[config.mk]
export PLATFORM = sky130hd
export DESIGN_NAME = sample_median
export DESIGN_NICKNAME = d
export VERILOG_FILES = /design/src/smed_pkg.sv /design/src/sample_median.sv /design/src/smed_ctrl.sv /design/src/smed_datapath.sv
export SDC_FILE = /design/constraint.sdc
export NUM_CORES = 2
export LEC_CHECK = 0
export ABC_AREA = 1
export BUFFER_PORTS_ARGS = -buffer_cell sky130_fd_sc_hd__buf_2
export CORE_ASPECT_RATIO = 0.9
export CORE_MARGIN = 10
export CORE_UTILIZATION = 55
export DETAILED_ROUTE_END_ITERATION = 10
export PLACE_DENSITY = 0.71
export SYNTH_ARGS = -nofsm -noshare
export SYNTH_HDL_FRONTEND = slang
export SYNTH_HIERARCHICAL = 1
export SYNTH_SLANG_ARGS = --single-unit
[constraint.sdc]
create_clock -name clk -period 10.5 [get_ports clk]
set_input_delay 0.525 -clock clk [delete_from_list [all_inputs] [get_ports clk]]
set_output_delay 0.525 -clock clk [all_outputs]
set_load 0.1 [all_outputs]
[src/smed_pkg.sv]
// smed_pkg: shared types and constants for the sample median block.
// Beat payload structs, controller/datapath command and status groups.
// No dependencies.
`timescale 1ns / 1ps

package smed_pkg;

	localparam int DEF_CAPACITY = 64;
	localparam int DATA_W       = 32;
	localparam int COUNT_W      = 7;

	typedef struct packed {
		logic signed [DATA_W-1:0] sample;
		logic                     last;
	} in_item_t;

	typedef struct packed {
		logic signed [DATA_W-1:0] median_value;
		logic [COUNT_W-1:0]       sample_count;
		logic                     overflow;
	} result_t;

	typedef struct packed {
		logic load;     // capture input beat, position at top of store
		logic drop;     // store full, flag overflow
		logic rd_prev;  // read entry below insertion point
		logic shift;    // move that entry up one place
		logic place;    // write sample at insertion point
		logic rd_hi;    // read upper middle entry
		logic rd_lo;    // latch upper, read lower middle entry
		logic finish;   // form result, empty store
	} cmd_t;

	typedef struct packed {
		logic full;
		logic idx_zero;
		logic gt;
		logic last;
	} status_t;

endpackage

[src/sample_median.sv]
// Sample median: insertion-sorted store, median on the beat marked last.
// Per beat, busy holds while each stored entry greater than the sample is read and moved up
// one place, and then the sample is written; a full store drops the sample and flags overflow.
// A last beat then reads the two middle entries and forms the result.
// One beat at a time, as the controller handles a single beat; the next beat is
// accepted in the cycle busy falls. done pulses that cycle after a last beat. Reset empties the set.
`timescale 1ns / 1ps

module sample_median #(
	parameter int CAPACITY = smed_pkg::DEF_CAPACITY
) (
	input  logic               clk,
	input  logic               arst_n,
	input  logic               start,
	output logic               busy,
	input  smed_pkg::in_item_t item,
	output logic               done,
	output smed_pkg::result_t  result
);
	import smed_pkg::*;

	cmd_t    cmd;
	status_t status;

	smed_ctrl u_ctrl (
		.clk    (clk),
		.arst_n (arst_n),
		.start  (start),
		.busy   (busy),
		.status (status),
		.cmd    (cmd)
	);

	smed_datapath #(
		.CAPACITY (CAPACITY)
	) u_dp (
		.clk    (clk),
		.arst_n (arst_n),
		.item   (item),
		.cmd    (cmd),
		.status (status),
		.result (result),
		.done   (done)
	);

endmodule

[src/smed_ctrl.sv]
// smed_ctrl: sequencing state machine of the sample median block.
// Drives the datapath through smed_pkg command/status structs.
// Depends on smed_pkg.
`timescale 1ns / 1ps

module smed_ctrl (
	input  logic              clk,
	input  logic              arst_n,
	input  logic              start,
	output logic              busy,
	input  smed_pkg::status_t status,
	output smed_pkg::cmd_t    cmd
);
	import smed_pkg::*;

	localparam logic [2:0] S_IDLE  = 3'd0;
	localparam logic [2:0] S_CHK   = 3'd1;
	localparam logic [2:0] S_CMP   = 3'd2;
	localparam logic [2:0] S_MID_A = 3'd3;
	localparam logic [2:0] S_MID_B = 3'd4;
	localparam logic [2:0] S_MID_C = 3'd5;

	logic [2:0] state_q;
	logic [2:0] state_d;

	assign busy = (state_q != S_IDLE);

	always_comb begin
		state_d = state_q;
		cmd     = '0;
		unique case (state_q)
			S_IDLE: begin
				if (start) begin
					cmd.load = 1'b1;
					state_d  = S_CHK;
				end
			end
			S_CHK: begin
				if (status.full) begin
					cmd.drop = 1'b1;
					state_d  = status.last ? S_MID_A : S_IDLE;
				end else if (status.idx_zero) begin
					cmd.place = 1'b1;
					state_d   = status.last ? S_MID_A : S_IDLE;
				end else begin
					cmd.rd_prev = 1'b1;
					state_d     = S_CMP;
				end
			end
			S_CMP: begin
				if (status.gt) begin
					cmd.shift = 1'b1;
					state_d   = S_CHK;
				end else begin
					cmd.place = 1'b1;
					state_d   = status.last ? S_MID_A : S_IDLE;
				end
			end
			S_MID_A: begin
				cmd.rd_hi = 1'b1;
				state_d   = S_MID_B;
			end
			S_MID_B: begin
				cmd.rd_lo = 1'b1;
				state_d   = S_MID_C;
			end
			S_MID_C: begin
				cmd.finish = 1'b1;
				state_d    = S_IDLE;
			end
			default: begin
				state_d = S_IDLE;
			end
		endcase
	end

	always_ff @(posedge clk or negedge arst_n) begin
		if (!arst_n) begin
			state_q <= S_IDLE;
		end else begin
			state_q <= state_d;
		end
	end

endmodule

[src/smed_datapath.sv]
// smed_datapath: sorted sample store, insertion pointer, fill count and median math.
// Store memory with a separate write port and a registered read port.
// Depends on smed_pkg.
`timescale 1ns / 1ps

module smed_datapath #(
	parameter int CAPACITY = smed_pkg::DEF_CAPACITY
) (
	input  logic               clk,
	input  logic               arst_n,
	input  smed_pkg::in_item_t item,
	input  smed_pkg::cmd_t     cmd,
	output smed_pkg::status_t  status,
	output smed_pkg::result_t  result,
	output logic               done
);
	import smed_pkg::*;

	localparam int ADDR_W = $clog2(CAPACITY);
	localparam int CNT_W  = $clog2(CAPACITY + 1);

	logic signed [DATA_W-1:0] mem [CAPACITY];

	logic signed [DATA_W-1:0] x_q;
	logic                     last_q;
	logic [CNT_W-1:0]         idx_q;
	logic [CNT_W-1:0]         fill_q;
	logic                     ovf_q;
	logic signed [DATA_W-1:0] rdata_q;
	logic signed [DATA_W-1:0] hi_q;
	result_t                  result_q;
	logic                     done_q;

	logic [CNT_W-1:0]         mid_w;
	logic [CNT_W-1:0]         prev_w;
	logic [CNT_W-1:0]         mid_lo_w;
	logic [ADDR_W-1:0]        rd_addr;
	logic                     rd_en;
	logic                     we;
	logic signed [DATA_W-1:0] wdata;
	logic [DATA_W:0]          sum_w;
	logic [CNT_W+COUNT_W-1:0] count_ext;

	assign mid_w    = fill_q >> 1;
	assign mid_lo_w = mid_w - CNT_W'(1);
	assign prev_w   = idx_q - CNT_W'(1);

	always_comb begin
		if (cmd.rd_hi) begin
			rd_addr = mid_w[ADDR_W-1:0];
		end else if (cmd.rd_lo) begin
			rd_addr = mid_lo_w[ADDR_W-1:0];
		end else begin
			rd_addr = prev_w[ADDR_W-1:0];
		end
	end

	assign rd_en = cmd.rd_prev | cmd.rd_hi | cmd.rd_lo;
	assign we    = cmd.shift | cmd.place;
	assign wdata = cmd.shift ? rdata_q : x_q;

	always_ff @(posedge clk) begin
		if (we) begin
			mem[idx_q[ADDR_W-1:0]] <= wdata;
		end
		if (rd_en) begin
			rdata_q <= mem[rd_addr];
		end
	end

	always_ff @(posedge clk) begin
		if (cmd.load) begin
			x_q    <= item.sample;
			last_q <= item.last;
		end
		if (cmd.rd_lo) begin
			hi_q <= rdata_q;
		end
	end

	assign sum_w     = {hi_q[DATA_W-1], hi_q} + {rdata_q[DATA_W-1], rdata_q};
	assign count_ext = {{COUNT_W{1'b0}}, fill_q};

	always_ff @(posedge clk) begin
		if (cmd.finish) begin
			result_q.median_value <= fill_q[0] ? hi_q : sum_w[DATA_W:1];
			result_q.sample_count <= count_ext[COUNT_W-1:0];
			result_q.overflow     <= ovf_q;
		end
	end

	always_ff @(posedge clk or negedge arst_n) begin
		if (!arst_n) begin
			idx_q  <= '0;
			fill_q <= '0;
			ovf_q  <= 1'b0;
			done_q <= 1'b0;
		end else begin
			done_q <= cmd.finish;
			if (cmd.load) begin
				idx_q <= fill_q;
			end else if (cmd.shift) begin
				idx_q <= prev_w;
			end
			if (cmd.finish) begin
				fill_q <= '0;
				ovf_q  <= 1'b0;
			end else begin
				if (cmd.place) begin
					fill_q <= fill_q + CNT_W'(1);
				end
				if (cmd.drop) begin
					ovf_q <= 1'b1;
				end
			end
		end
	end

	assign status.full     = (fill_q == CNT_W'(CAPACITY));
	assign status.idx_zero = (idx_q == '0);
	assign status.gt       = (rdata_q > x_q);
	assign status.last     = last_q;

	assign result = result_q;
	assign done   = done_q;

endmodule

== Yosys cells after proc, flatten, opt, wreduce, memory -nomap -nowiden ==
Memories as Yosys holds them, arrays and structs flattened. A register that Yosys moved wholly into a read port is not among the register bits.
Index checks and enable logic that the tools add are counted.
Word-level totals
  register bits: 124
  latch bits: 0
  RAM bits: 2048
  bits in read-only memories: 0
  input port bits: 36
  word-level logic and storage cells: 66
  memories kept: 1
Memory list
  u_dp.mem: depth 64, bits a word 32, rd ports 1, clocked after Yosys merged registers in 1, wr ports 1, RTL line smed_datapath.sv:22  | logic signed [DATA_W-1:0] mem [CAPACITY];
Operators by class
  $add $sub $neg: 4
  multiply operators: 0
  divide/modulo/power cells: 0
  magnitude comparators: 1
  equality and inequality tests: 7
  shift operators: 0
  multiplexer cells: 33
  bitwise operators: 3
  reduce and logical (&&, ||, !) cells: 6
Operators with widths (number)
  32-bit 2-to-1 mux: 2
  32-bit by 32-bit adder with 33-bit output: 1
  32-bit greater-than comparator: 1
  7-bit 2-to-1 mux: 4
  1-bit 2-to-1 mux: 17
  3-bit case mux with 5 select lines: 1
  3-bit 2-to-1 mux: 4
  6-bit 2-to-1 mux: 2
  7-bit by 1-bit adder with 7-bit output, second input constant: 1
  7-bit == test, second input constant: 1
  7-bit zero test: 1
  7-bit by 1-bit subtractor with 7-bit output, second input constant: 1
  3-bit by 2-bit == test with 1-bit output, second input constant: 2
  3-bit == test, second input constant: 2
  2-bit nonzero test: 3
  6-bit by 1-bit subtractor with 6-bit output, second input constant: 1
  2-bit 2-to-1 mux: 2
  3-bit by 1-bit == test with 1-bit output, second input constant: 1
  3-bit zero test: 1
  1-bit OR: 3
  3-bit nonzero test: 1
  2-bit != test, second input constant: 1
  1-bit case mux with 2 select lines: 1

== Longest topological paths before layout ==
  depth after elaboration: 7
  depth in mapped cells: 22
  gate-level depth less buffers: 22

== By module ==
The synthesis kept the hierarchy.
Modules (own cells, without submodules)
  smed_datapath: times used 1, cells an instance 9334, area an instance 98235.5 um^2
  smed_ctrl: times used 1, cells an instance 41, area an instance 242.7 um^2

== Least setup slack after synthesis ==
OpenSTA, ideal clock, no wires.
  path type: register to register
  start: register u_dp.rdata_q[31] (read register of u_dp.mem)
  end: memory u_dp.mem[0][0] (data pin)
  setup time: 0.702 ns
  arrival: 4.785 ns
  data required time: 9.798 ns
  path slack: 5.013 ns
  stages on the path, launching flop included: 15
  path buffers: 1
  clock period less this slack: 5.487 ns
  path through: edfxtp_1 > ha_1 > nand2_1 > nor2_1 > nand3_1 > nor4_1 > nand2_1 > nand2_1 > nand2_1 > a21boi_0 > inv_1 > nor2_1 > clkbuf_1 > inv_1 > o21ai_0
RTL lines
  start: declaration: RTL line smed_datapath.sv:29  | logic signed [DATA_W-1:0] rdata_q;
  end: declaration: RTL line smed_datapath.sv:22

==> results by group <==
STA
  – Max-slew headroom: 0.0248
  – Clock skew: around 0.052 ns
  – Setup TNS: 0 ns
  – Period utilization: 0.640
  – Finish-stage setup viols: 0
  – Final hold vios: 0
  – RSZ-0062 raised after global routing: false
  – Slew @ Worst Pin: 1.46 ns
  – Max-slew violations: 0
  – Minimum clock period: ~6.7 ns
  – Fmax: between 100 and 150 MHz

Route
  – Average wire per standard cell: ~24 um
  – Mean number of vias per cell: just under 6
  – Post-route antenna net violation count: 0
  – Vias post-DR: approximately 69000
  – DRC Markers: 0
  – Drt total wl: roughly 280 mm
  – Initial DRC Count: between 9000 and 10000
  – First-pass iteration count of the detailed router: 6

CTS
  – Reg clk slew, reported paths: ~0.060 ns
  – CTS Buf Count: roughly 210
  – PostCTS Resize Cnt: 0
  – CTS Sinks: about 2200
  – H-tree levels: 4
  – CTS tree: built
  – Root Buffer: clkbuf_16
  – Clk Latency, worst-skew pair: between 0.8 and 0.9 ns
  – CTS max path bufs: 3

Yosys
  – Mapped Nets: 9480
  – Largest area contributor in the netlist: edfxtp_1
  – Post-synth top area share: 0.666
  – Mapped Cells: between 9000 and 10000
  – Synth warn: 6
  – Post-synthesis sequential area ratio: 0.671
  – Mapped cell area: between 90000 and 100000 sq um
  – Syn Area/Cell: between 10 and 15 sq um
  – Synth area leaders: edfxtp_1, nand3_1, nand2_1, inv_1, nand3b_1
  – Synth Register Bits: between 2000 and 2500
  – Unique masters post-synth: 36

Cells and area
  – Layout fillers: around 14000
  – Reg area: between 60000 and 70000 sq um
  – P&R area growth vs syn: 9.99%
  – Final net count: 9394
  – Layout cells sized above 1: 0.0632
  – Commonest non-fill, non-tap cell in the layout: nand3_1
  – Commonest non-fill, non-tap cells in the layout: nand3_1, edfxtp_1, nand2_1
  – Multi-input logic area: 24500 sq um

Worst setup path
  – Worst path max stage delay: 1.29 ns
  – Cell mode on critical path: nand2_1
  – Critical Path AT: between 7 and 8 ns
  – Setup crit end kind: flip-flop
  – Worst path required time: roughly 11 ns
  – Critical Path Start Type: flip-flop
  – Crit-path cells: ha_1 -> nand2_1 -> nor2_1 -> nand3_1 -> nor4_1 -> nand2_1 -> nand2_1 -> nand2_1 -> a21boi_0 -> inv_1 -> nor2_4 -> nor2_1 -> inv_1 -> nand2_1 -> nor2_4
  – Crit Path Class: flip-flop to flip-flop
  – Slowest CP cell: nor2_4
  – Crit path max fanout: 32

Die
  – Die W: around 470 um
  – Die ar.: ~200000 sq um
  – I/O pin count: a little under 80
  – # rows: about 150
  – Initial Util: 0.553
  – DIE HEIGHT: about 420 um
  – Core area: 178000 sq um

Placed design
  – GP Congestion: between 0.9 and 1
  – I/O Buffers: 77
  – DP HPWL: 162 mm

GRT
  – GRT Util Overall: 0.279
  – Largest net degree at the start of global routing: between 150 and 200
  – First-pass GRT wire length: 414 mm
  – Grt ovf: 0
  – Initial antenna violation count: 6
  – Vias in the first global route: ~64000

Flow run
  – Number of max-cap violations: 0

Hold path
  – Hold crit path type: primary input to flip-flop

Status
  – Status: complete, no violations
## worst paths after layout
| check | from | end | slack, ns | depth (start not counted) |
|---|---|---|---|---|
| setup / recovery | u_dp/rdata_q[31] | u_dp/mem[10][0] | 3.78 | 15 |
| hold / removal | start | u_ctrl/state_q[0] | 0.06 | 5 |
| setup reg to reg | u_dp/rdata_q[31] | u_dp/mem[10][0] | 3.78 | 15 |
| hold reg to reg | u_dp/ovf_q | u_dp/result[0] | 0.45 | 0 |
| max in group asynchronous | arst_n | u_dp/fill_q[2] | 10.02 | 2 |
| min in group asynchronous | arst_n | u_dp/idx_q[2] | 0.13 | 2 |
## cell usage after synthesis, drive strengths merged
cell / count
nor4: 4
o22ai: 1
nand3: 2205
o211ai: 7
clkinv: 2
a31oi: 2
a21boi: 2
fa: 1
nand4: 8
clkbuf: 142
nor2: 154
o21ai: 81
a21o: 1
nor3: 16
inv: 1713
dfrtp: 19
nand2: 1962
a211oi: 1
o21bai: 2
a21oi: 67
o21a: 7
ha: 68
edfxtp: 2185
o221ai: 2
nand3b: 331
buf: 375
xnor2: 2
or2: 9
xor2: 6
## critical path, delay by kind of cell, from the launching register on
family / cells / cell delay [ns]
AND/OR/NAND/NOR: 11 / 4.39
buffers and inverters: 2 / 0.46
adder cells (fa/ha/maj): 1 / 0.40
AO/OA/AOI/OAI: 1 / 0.54
flip-flops: 1 / 0.44
## final cells by class
type | instances | area share
inverters | 1715 | 0.0595
flip-flops and latches | 2204 | 0.610
clock inverters | 119 | 0.00895
clock buffers | 274 | 0.0515
repair buffers | 217 | 0.0158
multi-input cells | 4939 | 0.227
well taps | 2384 | 0.0275
diodes | 1 | 0.0000231
## registers in the layout, summed over array words and instances (netlist names), 3 cells and up
| signal | cells |
|---|---|
| u_dp/mem | 2048 |
| u_dp/result | 40 |
| u_dp/hi_q | 32 |
| u_dp/rdata_q | 32 |
| u_dp/x_q | 32 |
| u_dp/fill_q | 7 |
| u_dp/idx_q | 7 |
| u_ctrl/state_q | 3 |
## routing by layer
| metal | share of wire | track usage | vias up |
|---|---|---|---|
| li1 | - | - | 31080 |
| met4 | 0.049 | 0.128 | 2 |
| met5 | 0.000046 | 0 | - |
| met1 | 0.39 | 0.390 | 32833 |
| met2 | 0.44 | 0.416 | 4069 |
| met3 | 0.12 | 0.0625 | 539 |
## metrics by stage
step / setup slack, ns / utilization / instances / instance area, sq um / hold slack (ns)
2_1_floorplan: 5.01 / - / 9375 / 98500 / 0.229
3_3_place_gp: 4.09 / 0.569 / 11425 / 101000 / 0.432
3_5_place_dp: 3.99 / 0.569 / 11425 / 101000 / 0.433
4_1_cts: 3.95 / 0.608 / 11852 / 108000 / 0.0178
5_1_grt: 3.54 / 0.608 / 11852 / 108000 / 0.0723
6_report: 3.78 / 0.608 / 11853 / 108000 / 0.0564
## logic make-up (layout without fill, tap and decap cells)
logic type | count (synthesis) | after routing | share of synthesized area
XOR/XNOR | 8 | 8 | 0.000712
other | 0 | 1 | 0
AND/OR/NAND/NOR | 4689 | 4689 | 0.220
AO/OA/AOI/OAI | 173 | 173 | 0.00941
buffers and inverters | 2232 | 2325 | 0.0897
flip-flops | 2204 | 2204 | 0.671
adder cells (fa/ha/maj) | 69 | 69 | 0.00884
## what timing repair did
action / in CTS / in global routing
setup buffers: 0 / 0
hold endpoints to repair: 52 / 0
hold buffers: 34 / 0
Power is not shown: default switching activity piles up to over one toggle a cycle in this logic, so the estimate is an artifact.
